==> config.mk <==
export PLATFORM = sky130hd
export DESIGN_NAME = blzd_decoder_flat
export DESIGN_NICKNAME = d
export VERILOG_FILES = /design/src/sv/blzd_pkg.sv /design/src/sv/blzd_if.sv /design/src/sv/blzd_decoder.sv /design/src/flat_wrapper.sv
export SDC_FILE = /design/constraint.sdc
export NUM_CORES = 1
export LEC_CHECK = 0
export CAP_MARGIN = 30
export CORE_AREA = 2 2 160 178
export DETAILED_ROUTE_END_ITERATION = 8
export DIE_AREA = 0 0 162 180
export DONT_BUFFER_PORTS = 1
export PLACE_DENSITY = 0.56
export SLEW_MARGIN = 20
export SYNTH_ARGS = -nofsm -noshare
export SYNTH_HDL_FRONTEND = slang
export SYNTH_SLANG_ARGS = --single-unit
export TNS_END_PERCENT = 30
==> constraint.sdc <==
create_clock -name clock -period 5.5 [get_ports clock]
set_input_delay 0.55 -clock clock [delete_from_list [all_inputs] [get_ports clock]]
set_output_delay 0.55 -clock clock [all_outputs]
set_load 0.02 [all_outputs]
==> src/sv/blzd_pkg.sv <==
package blzd_pkg;

   localparam int unsigned HistDepth = 65536;
   localparam int unsigned HistAw = (HistDepth > 1) ? $clog2(HistDepth) : 1;

   localparam logic [16:0] LenMax = 17'h1FFFF;
   localparam logic [16:0] LenRun = 17'h00017;

   typedef enum logic [1:0] {
      ST_DATA = 2'd0,
      ST_NEED = 2'd1,
      ST_DONE = 2'd2,
      ST_ERR  = 2'd3
   } status_type;

   typedef enum logic [4:0] {
      PH_FLAG, PH_LEN_A, PH_LEN_C, PH_LEN_D, PH_OFF_A, PH_OFF_B,
      PH_LIT, PH_B1, PH_B2, PH_B4, PH_EXT, PH_RUN5, PH_OFF5, PH_OFF9, PH_OFFL,
      PH_COPY, PH_DONE, PH_ERR
   } phase_type;

   typedef enum logic [1:0] {
      CTL_IDLE, CTL_STEP, CTL_READ, CTL_EMIT
   } ctl_type;

   typedef enum logic {
      REG_SIZE = 1'b0,
      REG_LOB  = 1'b1
   } reg_index_type;

   typedef struct packed {
      logic [15:0] unpacked_size;
      logic [4:0]  long_offset_bits;
   } cfg_type;

   typedef struct packed {
      logic              wr_en;
      logic [HistAw-1:0] wr_addr;
      logic [7:0]        wr_data;
      logic              rd_en;
      logic [HistAw-1:0] rd_addr;
   } mem_req_type;

endpackage

==> src/sv/blzd_if.sv <==
interface blzd_req_if;
   logic       valid;
   logic       ready;
   logic       func;
   logic [7:0] packed_byte;
   logic       final_packed;
   modport source (output valid, func, packed_byte, final_packed, input ready);
   modport sink (input valid, func, packed_byte, final_packed, output ready);
endinterface

interface blzd_rsp_if;
   logic        valid;
   logic        ready;
   logic [1:0]  status;
   logic [7:0]  out_byte;
   logic [15:0] out_position;
   modport source (output valid, status, out_byte, out_position, input ready);
   modport sink (input valid, status, out_byte, out_position, output ready);
endinterface

==> src/sv/blzd_decoder.sv <==
module blzd_decoder
   import blzd_pkg::*;
(
   input  logic        clock,
   input  logic        reset,
   input  cfg_type     cfg,
   blzd_req_if.sink    req,
   blzd_rsp_if.source  rsp,
   output mem_req_type mem_req,
   input  logic [7:0]  rd_data
);

   ctl_type     ctl_ff, ctl_in;
   phase_type   phase_ff, phase_in;
   logic [7:0]  buf_ff, buf_in;
   logic [7:0]  mask_ff, mask_in;
   logic        ended_ff, ended_in;
   logic [16:0] acc_ff, acc_in;
   logic [4:0]  left_ff, left_in;
   logic [16:0] len_ff, len_in;
   logic [16:0] off_ff, off_in;
   logic [16:0] count_ff, count_in;
   status_type  pend_st_ff, pend_st_in;
   logic [7:0]  pend_byte_ff, pend_byte_in;
   logic [15:0] pend_pos_ff, pend_pos_in;
   logic        rsp_valid_ff, rsp_valid_in;
   status_type  rsp_st_ff, rsp_st_in;
   logic [7:0]  rsp_byte_ff, rsp_byte_in;
   logic [15:0] rsp_pos_ff, rsp_pos_in;

   logic        is_field;
   logic        bit_avail;
   logic        bit_val;
   logic [17:0] ext_sum;
   logic [16:0] src;
   logic [16:0] new_off;
   logic [16:0] lit_len;
   logic [4:0]  lob;
   logic        set_off;

   assign is_field  = (phase_ff >= PH_LIT) && (phase_ff <= PH_OFFL);
   assign bit_avail = (mask_ff != 8'd0);
   assign bit_val   = |(buf_ff & mask_ff);
   assign ext_sum   = {1'b0, len_ff} + {1'b0, acc_ff};
   assign src       = count_ff - off_ff;
   assign lob       = (cfg.long_offset_bits > 5'd16) ? 5'd16 : cfg.long_offset_bits;
   assign lit_len   = (len_ff != 17'd0) ? len_ff - 17'd1 : len_ff;

   assign req.ready    = (ctl_ff == CTL_IDLE);
   assign rsp.valid    = rsp_valid_ff;
   assign rsp.status   = rsp_st_ff;
   assign rsp.out_byte = rsp_byte_ff;
   assign rsp.out_position = rsp_pos_ff;

   always_comb begin
      ctl_in       = ctl_ff;
      phase_in     = phase_ff;
      buf_in       = buf_ff;
      mask_in      = mask_ff;
      ended_in     = ended_ff;
      acc_in       = acc_ff;
      left_in      = left_ff;
      len_in       = len_ff;
      off_in       = off_ff;
      count_in     = count_ff;
      pend_st_in   = pend_st_ff;
      pend_byte_in = pend_byte_ff;
      pend_pos_in  = pend_pos_ff;
      rsp_valid_in = rsp_valid_ff && !rsp.ready;
      rsp_st_in    = rsp_st_ff;
      rsp_byte_in  = rsp_byte_ff;
      rsp_pos_in   = rsp_pos_ff;
      mem_req      = '0;
      new_off      = 17'd0;
      set_off      = 1'b0;

      unique case (ctl_ff)
         CTL_IDLE: begin
            if (req.valid) begin
               if (req.func) begin
                  ctl_in = CTL_STEP;
               end else if (!bit_avail && !ended_ff) begin
                  buf_in   = req.packed_byte;
                  mask_in  = 8'h80;
                  ended_in = req.final_packed;
               end
            end
         end
         CTL_STEP: begin
            priority if (phase_ff == PH_DONE) begin
               pend_st_in = ST_DONE; pend_byte_in = '0; pend_pos_in = '0;
               ctl_in = CTL_EMIT;
            end else if (phase_ff == PH_ERR) begin
               pend_st_in = ST_ERR; pend_byte_in = '0; pend_pos_in = '0;
               ctl_in = CTL_EMIT;
            end else if (phase_ff == PH_COPY) begin
               if (len_ff == 17'd0) begin
                  phase_in = PH_FLAG;
               end else if (count_ff >= 17'(HistDepth) || off_ff > count_ff) begin
                  phase_in = PH_ERR;
               end else begin
                  mem_req.rd_en   = 1'b1;
                  mem_req.rd_addr = src[HistAw-1:0];
                  ctl_in = CTL_READ;
               end
            end else if (phase_ff == PH_FLAG && count_ff >= {1'b0, cfg.unpacked_size}) begin
               phase_in = PH_DONE;
            end else if (is_field && left_ff == 5'd0) begin
               unique case (phase_ff)
                  PH_LIT: begin
                     if (count_ff >= 17'(HistDepth)) begin
                        phase_in = PH_ERR;
                     end else begin
                        mem_req.wr_en   = 1'b1;
                        mem_req.wr_addr = count_ff[HistAw-1:0];
                        mem_req.wr_data = acc_ff[7:0];
                        count_in = count_ff + 17'd1;
                        len_in   = lit_len;
                        if (lit_len == 17'd0) begin
                           phase_in = PH_FLAG;
                        end else begin
                           left_in = 5'd8; acc_in = '0;
                        end
                        pend_st_in   = ST_DATA;
                        pend_byte_in = acc_ff[7:0];
                        pend_pos_in  = count_ff[15:0];
                        ctl_in = CTL_EMIT;
                     end
                  end
                  PH_B1, PH_B2, PH_B4, PH_EXT: begin
                     unique case (phase_ff)
                        PH_B1:   len_in = 17'd2 + acc_ff;
                        PH_B2:   len_in = 17'd4 + acc_ff;
                        PH_B4:   len_in = 17'd8 + acc_ff;
                        default: len_in = ext_sum[17] ? LenMax : ext_sum[16:0];
                     endcase
                     if (phase_ff == PH_EXT && acc_ff == 17'h000FF) begin
                        left_in = 5'd8; acc_in = '0;
                     end else if (len_in == LenRun) begin
                        phase_in = PH_RUN5; left_in = 5'd5; acc_in = '0;
                     end else begin
                        phase_in = PH_OFF_A;
                     end
                  end
                  PH_RUN5: begin
                     len_in = 17'd14 + acc_ff;
                     phase_in = PH_LIT; left_in = 5'd8; acc_in = '0;
                  end
                  PH_OFF5: begin set_off = 1'b1; new_off = 17'd1 + acc_ff; end
                  PH_OFF9: begin set_off = 1'b1; new_off = 17'h21 + acc_ff; end
                  default: begin set_off = 1'b1; new_off = 17'h221 + acc_ff; end
               endcase
               if (set_off) begin
                  off_in   = new_off;
                  phase_in = (new_off > count_ff) ? PH_ERR : PH_COPY;
               end
            end else if (!bit_avail && !ended_ff) begin
               pend_st_in = ST_NEED; pend_byte_in = '0; pend_pos_in = '0;
               ctl_in = CTL_EMIT;
            end else begin
               // past the final byte every bit reads as zero
               logic b;
               b = bit_avail && bit_val;
               if (bit_avail) begin
                  mask_in = mask_ff >> 1;
               end
               if (is_field) begin
                  acc_in  = {acc_ff[15:0], b};
                  left_in = left_ff - 5'd1;
               end else begin
                  unique case (phase_ff)
                     PH_FLAG: begin
                        if (b) phase_in = PH_LEN_A;
                        else begin
                           len_in = 17'd1; phase_in = PH_LIT; left_in = 5'd8; acc_in = '0;
                        end
                     end
                     PH_LEN_A: begin
                        if (b) begin phase_in = PH_B1; left_in = 5'd1; acc_in = '0; end
                        else phase_in = PH_LEN_C;
                     end
                     PH_LEN_C: begin
                        if (b) begin phase_in = PH_B2; left_in = 5'd2; acc_in = '0; end
                        else phase_in = PH_LEN_D;
                     end
                     PH_LEN_D: begin
                        if (b) begin phase_in = PH_B4; left_in = 5'd4; acc_in = '0; end
                        else begin
                           len_in = LenRun; phase_in = PH_EXT; left_in = 5'd8; acc_in = '0;
                        end
                     end
                     PH_OFF_A: begin
                        if (b) begin phase_in = PH_OFFL; left_in = lob; acc_in = '0; end
                        else phase_in = PH_OFF_B;
                     end
                     default: begin
                        left_in = b ? 5'd5 : 5'd9;
                        phase_in = b ? PH_OFF5 : PH_OFF9;
                        acc_in = '0;
                     end
                  endcase
               end
            end
         end
         CTL_READ: begin
            mem_req.wr_en   = 1'b1;
            mem_req.wr_addr = count_ff[HistAw-1:0];
            mem_req.wr_data = rd_data;
            count_in = count_ff + 17'd1;
            len_in   = len_ff - 17'd1;
            pend_st_in   = ST_DATA;
            pend_byte_in = rd_data;
            pend_pos_in  = count_ff[15:0];
            ctl_in = CTL_EMIT;
         end
         CTL_EMIT: begin
            // hold until the output register is free
            if (!rsp_valid_ff || rsp.ready) begin
               rsp_valid_in = 1'b1;
               rsp_st_in    = pend_st_ff;
               rsp_byte_in  = pend_byte_ff;
               rsp_pos_in   = pend_pos_ff;
               ctl_in = CTL_IDLE;
            end
         end
         default: ctl_in = CTL_IDLE;
      endcase
   end

   always_ff @(posedge clock) begin
      if (reset) begin
         ctl_ff       <= CTL_IDLE;
         phase_ff     <= PH_FLAG;
         buf_ff       <= '0;
         mask_ff      <= '0;
         ended_ff     <= 1'b0;
         acc_ff       <= '0;
         left_ff      <= '0;
         len_ff       <= '0;
         off_ff       <= '0;
         count_ff     <= '0;
         rsp_valid_ff <= 1'b0;
      end else begin
         ctl_ff       <= ctl_in;
         phase_ff     <= phase_in;
         buf_ff       <= buf_in;
         mask_ff      <= mask_in;
         ended_ff     <= ended_in;
         acc_ff       <= acc_in;
         left_ff      <= left_in;
         len_ff       <= len_in;
         off_ff       <= off_in;
         count_ff     <= count_in;
         rsp_valid_ff <= rsp_valid_in;
      end
   end

   always_ff @(posedge clock) begin
      pend_st_ff   <= pend_st_in;
      pend_byte_ff <= pend_byte_in;
      pend_pos_ff  <= pend_pos_in;
      rsp_st_ff    <= rsp_st_in;
      rsp_byte_ff  <= rsp_byte_in;
      rsp_pos_ff   <= rsp_pos_in;
   end

endmodule

==> src/flat_wrapper.sv <==
// flat-port wrapper written by rule: the top's interface ports become plain ports
module blzd_decoder_flat import blzd_pkg::*;
  (clock, reset, cfg, mem_req, rd_data, req_valid, req_func, req_packed_byte, req_final_packed, req_ready, rsp_valid, rsp_status, rsp_out_byte, rsp_out_position, rsp_ready);
  blzd_req_if req_i ();
  blzd_rsp_if rsp_i ();
  input  logic clock;
  input  logic reset;
  input  cfg_type cfg;
  output mem_req_type mem_req;
  input  logic [7:0] rd_data;
  input wire logic [$bits(req_i.valid)-1:0] req_valid;
  input wire logic [$bits(req_i.func)-1:0] req_func;
  input wire logic [$bits(req_i.packed_byte)-1:0] req_packed_byte;
  input wire logic [$bits(req_i.final_packed)-1:0] req_final_packed;
  output wire logic [$bits(req_i.ready)-1:0] req_ready;
  output wire logic [$bits(rsp_i.valid)-1:0] rsp_valid;
  output wire logic [$bits(rsp_i.status)-1:0] rsp_status;
  output wire logic [$bits(rsp_i.out_byte)-1:0] rsp_out_byte;
  output wire logic [$bits(rsp_i.out_position)-1:0] rsp_out_position;
  input wire logic [$bits(rsp_i.ready)-1:0] rsp_ready;
  assign req_i.valid = req_valid;
  assign req_i.func = req_func;
  assign req_i.packed_byte = req_packed_byte;
  assign req_i.final_packed = req_final_packed;
  assign req_ready = req_i.ready;
  assign rsp_valid = rsp_i.valid;
  assign rsp_status = rsp_i.status;
  assign rsp_out_byte = rsp_i.out_byte;
  assign rsp_out_position = rsp_i.out_position;
  assign rsp_i.ready = rsp_ready;
  blzd_decoder u_core (.clock(clock), .reset(reset), .cfg(cfg), .req(req_i), .rsp(rsp_i), .mem_req(mem_req), .rd_data(rd_data));
endmodule
After elaboration in Yosys (flattened, before gate mapping)
Index checks and enable logic that the tools add are counted.

Register bits after elaboration: 150. Input bits: 43. Output and inout port bits: 70. Word-level logic and storage cells: 307.

$add $sub $neg: 12. Magnitude comparators: 7. Equality and inequality tests: 69. Multiplexer cells: 159. Bitwise logic cells: 6. Reductions and logical operators: 37.

Operators with widths (number): $mux W17 (45); $pmux W17 S3 (4); $mux W8 (18); $pmux W17 S2 (4); $mux W16 (8); $mux W25 (5); $mux W5 (24); $mux W42 (2); $pmux W25 S2 (1); $pmux W5 S5 (2); $mux W2 (22); $eq A5 B4 Y1 const B (7); $add A4 B17 Y17 const A (2); $gt A17 B17 Y1 (2); $logic_not A17 Y1 (2); $pmux W16 S2 (1); $pmux W8 S2 (2); $pmux W5 S3 (2); $reduce_and A12 Y1 (2); $ne A2 B2 Y1 const B (11); $mux W4 (5); $ne A4 B1 Y1 const B (5); $ne A4 B4 Y1 const B (5); $ne A5 B3 Y1 const B (4); other kinds (62) (105).

Depth between registers and ports, before layout
Gate-level depths: netlist (run 1).

Depth after elaboration: 18. Depth in mapped cells: 23. Mapped depth without buffers: 21.

Worst setup path after synthesis (run 1)
No wires, ideal clock.

Path kind: register to register. Start point: register u_core.phase_ff[2]. End point: register u_core.phase_ff[3]. Library setup time: 87 ps. Arrival time: 4018 ps. Slack: 1395 ps. Stages on the path, launching flop included: 23. Path buffers: 3. Path through: dfxtp_1 buf_6 buf_2 buf_1 nand4_1 ha_1 a41oi_1 nor2_1 a31oi_1 nor2_1 nand3_1 xor2_1 nor2_1 ha_1 a21o_1 a21o_1 a21oi_1 nand2_1 o21ai_0 nand2_1 nor4_2 o21ai_0 o31ai_1.

Longest elaborated chain between the ends: 17.

RTL lines: start, declared (line blzd_decoder.sv:14) `phase_type phase_ff, phase_in;`; start signal, assigned (line blzd_decoder.sv:245) `phase_ff <= phase_in;`; branches (longest 17 deep; another with $gt A17 B17 Y1).

Several ways; the timed one is not identified. The select of a mux whose other input is x is not followed. A chain may end at the register's enable or synchronous reset.

==> results of run 1 <==
-- power by group through the flow --
stage	logic, mW	registers [mW]	clock network [mW]
floorplan	1.60	1.53	0
global placement	2.17	1.60	0
detailed placement	2.19	1.61	0
CTS	2.19	1.58	1.20
global route	2.41	1.60	1.25
finish	2.24	1.58	1.18
-- cells in the final DEF (no fill, tap or decap), types with 10 or more instances in the layout --
| cell | instances |
|---|---|
| nor2_1 | 194 |
| nand2_1 | 133 |
| ha_1 | 100 |
| dfxtp_1 | 98 |
| a21oi_1 | 84 |
| inv_1 | 82 |
| o21ai_0 | 68 |
| xnor2_1 | 52 |
| edfxtp_1 | 52 |
| nand3_1 | 46 |
| mux2i_1 | 43 |
| nor3_1 | 38 |
| buf_4 | 38 |
| xor2_1 | 31 |
| a211oi_1 | 30 |
| a21o_1 | 27 |
| and2_1 | 25 |
| nand4_1 | 20 |
| a22oi_1 | 20 |
| nor2b_1 | 18 |
| nor4_1 | 18 |
| o211ai_1 | 18 |
| clkbuf_16 | 18 |
| and3_1 | 13 |
| or3_1 | 13 |
| or2_2 | 13 |
| a31oi_1 | 12 |
| or4_1 | 11 |
| o21a_1 | 10 |
-- cell usage after synthesis, types with 19 or more instances --
library cell / count
ha_1: 100
a21o_1: 27
o21ai_0: 68
nand2_1: 133
dfxtp_1: 98
nand3_1: 46
nor4_1: 20
nand4_1: 20
a211oi_1: 30
xor2_1: 31
edfxtp_1: 52
xnor2_1: 52
nor2_1: 194
a22oi_1: 20
nor3_1: 39
clkbuf_1: 58
nor2b_1: 19
and2_1: 25
mux2i_1: 43
a21oi_1: 85
inv_1: 82
-- logic make-up after synthesis --
| kind of cell | count (synthesis) |
|---|---|
| AND/OR/NAND/NOR | 585 |
| flip-flops | 150 |
| XOR/XNOR | 83 |
| multiplexers | 44 |
| adder cells (fa/ha/maj) | 102 |
| AO/OA/AOI/OAI | 385 |
| buffers and inverters | 169 |
-- registers in the layout (all words and copies together), names as in the netlist --
register                 flops
u_core.acc_ff               17
u_core.buf_ff                8
u_core.count_ff             17
u_core.ctl_ff                2
u_core.ended_ff              1
u_core.left_ff               5
u_core.len_ff               17
u_core.mask_ff               8
u_core.off_ff               17
u_core.pend_byte_ff          8
u_core.pend_pos_ff          16
u_core.pend_st_ff            2
u_core.phase_ff              5
u_core.rsp.out_byte          8
u_core.rsp.out_position     16
u_core.rsp.status            2
u_core.rsp.valid             1
-- path summary, 6_finish.rpt --
check / start / endpoint / slack, ns / cells past startpoint
worst max register to register: u_core.phase_ff[0]$_SDFFE_PP0P_ / u_core.phase_ff[3]$_SDFFE_PP0P_ / 0.91 / 20
worst min register to register: u_core.pend_byte_ff[4]$_DFFE_PP_ / u_core.rsp.out_byte[4]$_DFFE_PP_ / 0.42 / 0
worst max-delay path: u_core.phase_ff[0]$_SDFFE_PP0P_ / mem_req[3] / 0.84 / 7
worst min-delay path: reset / u_core.left_ff[4]$_SDFFE_PP0P_ / 0.18 / 1
-- routing by layer --
layer | wire length, um | track usage [%] | vias up
li1 | - | - | 5465
met1 | 17700 | 35.5 | 5437
met2 | 20600 | 49.0 | 456
met3 | 2220 | 4.85 | 121
met4 | 2070 | 14.9 | 0
met5 | 0 | 0 | -
-- critical path, cell delays in order (launching register included) --
cell and delay (ns):
dfxtp_1 0.76, nand2b_1 0.54, nor2_1 0.56, nand3_1 0.23, nor3_1 0.31, a21oi_1 0.12
or2_2 0.45, nor3_1 0.70
-- stage by stage --
step	power (mW)	cells	hold slack [ns]	setup WS [ns]	instance area, um2
finish	5.01	1866	0.183	0.835	13200
global route	5.26	1866	0.165	0.418	13200
CTS	4.98	1865	0.167	0.925	13200
detailed placement	3.79	1833	0.405	1.05	12600
global placement	3.77	1832	0.402	1.17	12600
floorplan	3.14	1518	0.400	1.39	12200
-- final cells by class --
type	count	area [um2]	area share (%)
multi-input combinational	1199	8020	60.8
sequential	150	3520	26.7
clock buffer	19	464	3.52
tap	363	454	3.44
inverter	83	312	2.36
timing repair buffer	39	290	2.20
clock inverter	13	126	0.958
==> summary.md, run 1 <==
| Metric | Value |
|---|---|
| Outcome | complete, no violations |
| Synth Cell Area | 12,200 um2 |
| Max-slew violations | 0 |
| Util after Layout | 48.2% |
| RSZ-0062 raised after global routing | no |
| Area leader, netlist | dfxtp_1 |
| Setup Buffers After CTS | 0 |
| Simple-Gate Fraction of Synth Area | 23.3% |
| Largest net degree at the start of global routing | 81 |
| Resized cells post-CTS | 0 |
| Row Count | 64 |
| DRC viols | 0 |
| Worst-path clk slew | 0.06 ns |
| Initial drt markers | 933 |
| CP arrival | 4.11 ns |
| Slew at the pin closest to its max-slew limit | 1.05 ns |
| Yosys warning count | 0 |
| ANT nets after route | 0 |
| Psw | 2.18 mW |
| Gr ovfl total | 0 |
| H-tree depth | 4 |
| Setup-failing EPs final | 0 |
| Compound-Gate Fraction of Synth Area | 22.0% |
| Crit-path max FO | 20 |
| Worst Skew | 0.0181 ns |
| Synth Area in Adders | 10.6% |
| DRT Pass-1 Iters | 6 |
| Die Y | 180 um |
| HPWL after detailed placement | 32,700 um |
| Syn Nets | 1,663 |
| Largest family of logic cells by synthesized area | simple AND/OR/NAND/NOR gates |
| Clock net sink count | 150 |
| HP Class | in -> reg |
| CTS Hold Bufs | 0 |
| Initial antenna violation count | 0 |
| Root buffer cell | clkbuf_16 |
| Initial Util | 44.5% |
| Total die area | 29,200 um2 |
| Tcrit/Tclk final | 84.8% |
| Pwr Density | 379 nW/um2 |
| Minimum clock period | 4.66 ns |
| GRT Total Usage | 29.1% |
| Post-synth EDFFs | 52 |
| CP required | 4.95 ns |
| Clock buffer depth | 2 |
| Vias post-DR | 11,479 |
| Synth area leaders | dfxtp_1 16%, edfxtp_1 13%, ha_1 10% |
| Crit path launch type | register |
| Sequential-to-total area share from yosys stat | 28.9% |
| Layout cell share with drive strength beyond 1 | 7.78% |
| Area grow syn2layout | 8.12% |
| Clock Power Share | 23.7% |
| Crit path capture type | output port |
| Setup TNS | 0 ns |
| CORE AREA | 27,400 um2 |
| Fin. Hold Viols | 0 |
| Port bufs | 0 |
| Synth top area share | 16.1% |
| Maximum VDD drop | 0.351 mV |
| Final WL | 42,500 um |
| Fmax | 214 MHz |
| Fill cells | 2,774 |
| Wire per inst | 22.8 um |
| Slew HR | 29.4% |
| Post-synthesis mux area share | 3.62% |
| Max cap viols | 0 |
| Netlist cell types | 93 |
| Die X | 162 um |
| Final nets | 1,635 |
| Post-synthesis xor/xnor area fraction | 5.96% |
| Vias in the first global route | 11,051 |
| Yosys reg bits | 150 |
| Clock Latency Late Sink | 0.44 ns |
| Syn_area_per_cell | 8.04 um2 |
| Ports | 113 |
| Sw Ratio | 43.6% |
| Post-synth ARST share | 0% |
| Gate Count Post-Synth | 1,518 |
| Most used DFF post-synth | dfxtp_1 |
| RePlAce Congestion | 1.02 |
| Gate power share | 44.7% |
| # diodes | 0 |
| CTS Buf Count | 17 |
| Via density | 6.15 |
| Static Leakage | 4.92 nW |
| CTS tree | built |
| Wire length of the first global-routing pass | 65,600 um |
| Part of the power in registers | 31.7% |
| Kind of critical path | reg -> out |
| P_int | 2.82 mW |
Note: power is estimated with default switching activity, not from simulation.
==> run 2, diff against run 1 <==
--- a/config.mk
+++ b/config.mk
@@ -5,10 +5,11 @@
 export SDC_FILE = /design/constraint.sdc
 export NUM_CORES = 1
 export LEC_CHECK = 0
+export ABC_AREA = 1
 export CAP_MARGIN = 30
-export CORE_AREA = 2 2 160 178
+export CORE_AREA = 2 2 162 180
 export DETAILED_ROUTE_END_ITERATION = 8
-export DIE_AREA = 0 0 162 180
+export DIE_AREA = 0 0 164 182
 export DONT_BUFFER_PORTS = 1
 export PLACE_DENSITY = 0.56
 export SLEW_MARGIN = 20
==> constraint.sdc (replaced) <==
create_clock -name clock -period 4.4 [get_ports clock]
set_input_delay 0.44 -clock clock [delete_from_list [all_inputs] [get_ports clock]]
set_output_delay 0.44 -clock clock [all_outputs]
set_load 0.02 [all_outputs]
==> summary.md, run 2 <==
| Metric | Value |
|---|---|
| Post-synthesis xor/xnor area fraction | 2.55% |
| Fill cells | 2,988 |
| Tcrit/Tclk final | 92.6% |
| Total die area | 29,800 um2 |
| Crit path launch type | register |
| CTS Buf Count | 17 |
| Crit path cell chain | ha_1 > nand2_1 > nor2_1 > nand2_1 > a21oi_1 > nand3_1 > a21oi_1 > nand2_1 > a211oi_1 > ha_1 > nand4_1 > nor2_1 > o21ai_0 > o21ai_0 > nand2_1 > nand3_1 > nand2_1 > a21oi_1 |
| Commonest non-fill, non-tap cells in the layout | 471 x nand2_1, 258 x nor2_1, 226 x inv_1 |
| Synth top area share | 15.8% |
| Final nets | 2,086 |
| Largest family of logic cells by synthesized area | simple AND/OR/NAND/NOR gates |
| Post-synthesis mux area share | 0% |
| HP Class | in -> reg |
| Worst-path clk slew | 0.08 ns |
| Compound-Gate Fraction of Synth Area | 17.3% |
| ANT nets after route | 0 |
| Layout cell share with drive strength beyond 1 | 6.91% |
| Yosys reg bits | 150 |
| Port bufs | 0 |
| Static Leakage | 6.22 nW |
| Synth area leaders | dfxtp_1 16%, nand2_1 14%, edfxtp_1 13% |
| DRC viols | 0 |
| Setup TNS | 0 ns |
| Total power | 8.06 mW |
| Sw Ratio | 49.7% |
| Outcome | complete, no violations |
| Via density | 5.61 |
| Max cap viols | 0 |
| Initial Util | 43.9% |
| Post-synth EDFFs | 52 |
| CTS Hold Bufs | 0 |
| CORE AREA | 28,200 um2 |
| Placed Area | 13,100 um2 |
| Pwr Density | 588 nW/um2 |
| Row Count | 65 |
| RSZ-0062 raised after global routing | no |
| Top cell by count, worst path | nand2_1 |
| Vias post-DR | 13,016 |
| Post-synth top cells | 471 x nand2_1, 259 x nor2_1, 226 x inv_1, 196 x a21oi_1, 129 x nand3_1 |
| CP arrival | 4.40 ns |
| Netlist cell types | 59 |
| Ports | 113 |
| Syn Nets | 2,060 |
| Placed cells | 2,290 |
| Largest net degree at the start of global routing | 43 |
| CP required | 4.72 ns |
| Worst Skew | 0.0217 ns |
| GRT Total Usage | 30.4% |
| Wire per inst | 19.6 um |
| Part of the power in registers | 28.1% |
| Kind of critical path | reg -> reg |
| Slew at the pin closest to its max-slew limit | 0.896 ns |
| Simple-Gate Fraction of Synth Area | 32.1% |
| Syn_area_per_cell | 6.47 um2 |
| Minimum clock period | 4.07 ns |
| Pre-CTS setup slack | 0.385 ns |
| Fmax | 246 MHz |
| Most common cell after layout, fill and taps aside | nand2_1 |
| Psw | 4.00 mW |
| HPWL after detailed placement | 36,200 um |
| # diodes | 0 |
| Synth Area in Adders | 10.4% |
| Crit path capture type | register |
| Clock Latency Late Sink | 0.44 ns |
| Clock net sink count | 150 |
| Fin cells | 2,322 |
| H-tree depth | 4 |
| Root buffer cell | clkbuf_16 |
| Crit-path max FO | 8 |
| Maximum VDD drop | 0.420 mV |
| Gr ovfl total | 0 |
| CTS tree | built |
| Clock buffer depth | 2 |
| Area grow syn2layout | 10.6% |
| Final WS setup | 0.328 ns |
| Gate Count Post-Synth | 1,915 |
| Synth Cell Area | 12,400 um2 |
| Max-slew violations | 0 |
| P_int | 4.05 mW |
| Final instance area | 13,700 um2 |
| Slew HR | 40.1% |
| Die Y | 182 um |
| Setup-failing EPs final | 0 |
| Wire length of the first global-routing pass | 68,900 um |
| Die X | 164 um |
| Clock Power Share | 19.2% |
| Initial antenna violation count | 0 |
| Area leader, netlist | dfxtp_1 |
| Most used DFF post-synth | dfxtp_1 |
| Fin. Hold Viols | 0 |
| Initial drt markers | 1,085 |
| Gate power share | 52.8% |
| Delay of the slowest critical-path stage | 0.54 ns |
| Sequential-to-total area share from yosys stat | 28.4% |
| Slowest cell on the critical path | dfxtp_1 |
| Top-count cell post-synth | nand2_1 |
| Final WL | 45,500 um |
| DRT Pass-1 Iters | 5 |
| Vias in the first global route | 12,159 |
| Yosys warning count | 0 |
| Post-synth ARST share | 0% |
| RePlAce Congestion | 0.956 |
run 2: changes by cell type in the layout (fill, tap and decap cells not counted), sizes merged, moves of 25 or more:
cell / before / now
nand2: 133 / 477
inv: 90 / 245
a21oi: 87 / 197
nand3: 47 / 134
nor2: 194 / 266
o21ai: 68 / 122
mux2i: 43 / 0
xnor2: 52 / 15
a211oi: 30 / 5
run 2: area by class of cell:
class	instances	area [um2]	area share, %
clock inverters	14	183	1.33
inverters	242	908	6.63
well taps	368	460	3.36
flip-flops and latches	150	3520	25.7
multi-input cells	1474	7750	56.6
clock buffers	18	439	3.21
repair buffers	56	433	3.16
run 2: kinds of logic after synthesis:
kind of cell    after synthesis
simple gates                948
xor+xnor                     36
compound gates              388
buf+inv                     291
fa+ha+maj                   102
flops                       150
run 2: power by group through the flow:
stage / Clock, mW / Sequential (mW) / Combinational, mW
5_1_grt: 1.63 / 2.29 / 4.73
4_1_cts: 1.58 / 2.25 / 4.21
6_report: 1.54 / 2.26 / 4.25
2_1_floorplan: 0 / 2.12 / 3.05
3_5_place_dp: 0 / 2.28 / 4.19
3_3_place_gp: 0 / 2.28 / 4.18
run 2: metal layers:
layer  track usage [%]  share of wire, %  wire length (um)  up-vias
met5                 0                 0                 0        -
met2              53.1                49             22100      496
li1                  -                 -                 -     6401
met3              3.79               5.3              2400      115
met4              16.8               5.6              2560        0
met1              35.8                41             18400     6004
run 2: final timing paths:
kind | start | endpoint | slack (ns) | depth (start not counted)
worst max-delay path | u_core.acc_ff[4]$_SDFFE_PP0P_ | u_core.phase_ff[4]$_SDFFE_PP0P_ | 0.33 | 18
worst max register to register | u_core.acc_ff[4]$_SDFFE_PP0P_ | u_core.phase_ff[4]$_SDFFE_PP0P_ | 0.33 | 18
worst min-delay path | reset | u_core.mask_ff[2]$_SDFFE_PP0P_ | 0.06 | 1
worst min register to register | u_core.pend_byte_ff[7]$_DFFE_PP_ | u_core.rsp.out_byte[7]$_DFFE_PP_ | 0.42 | 0
run 2: per-stage QoR:
step           hold slack, ns  utilization [%]
6_report               0.0629             48.5
5_1_grt                0.0422             48.5
4_1_cts                0.0419             48.5
3_5_place_dp            0.405             46.3
3_3_place_gp            0.401             46.3
2_1_floorplan           0.400                -
run 2: repair_timing:
item | 4_1_cts | 5_1_grt
resized for setup | 0 | 4
hold endpoints to repair | 0 | 0
setup buffers | 0 | 0
endpoints found under the setup margin | 0 | 19
run 2: worst max-delay path: cells and delay by family, from the launching register on:
kind	cells	cell delay (ns)
compound gates	6	1.51
flops	1	0.54
simple gates	10	1.21
fa+ha+maj	2	0.69
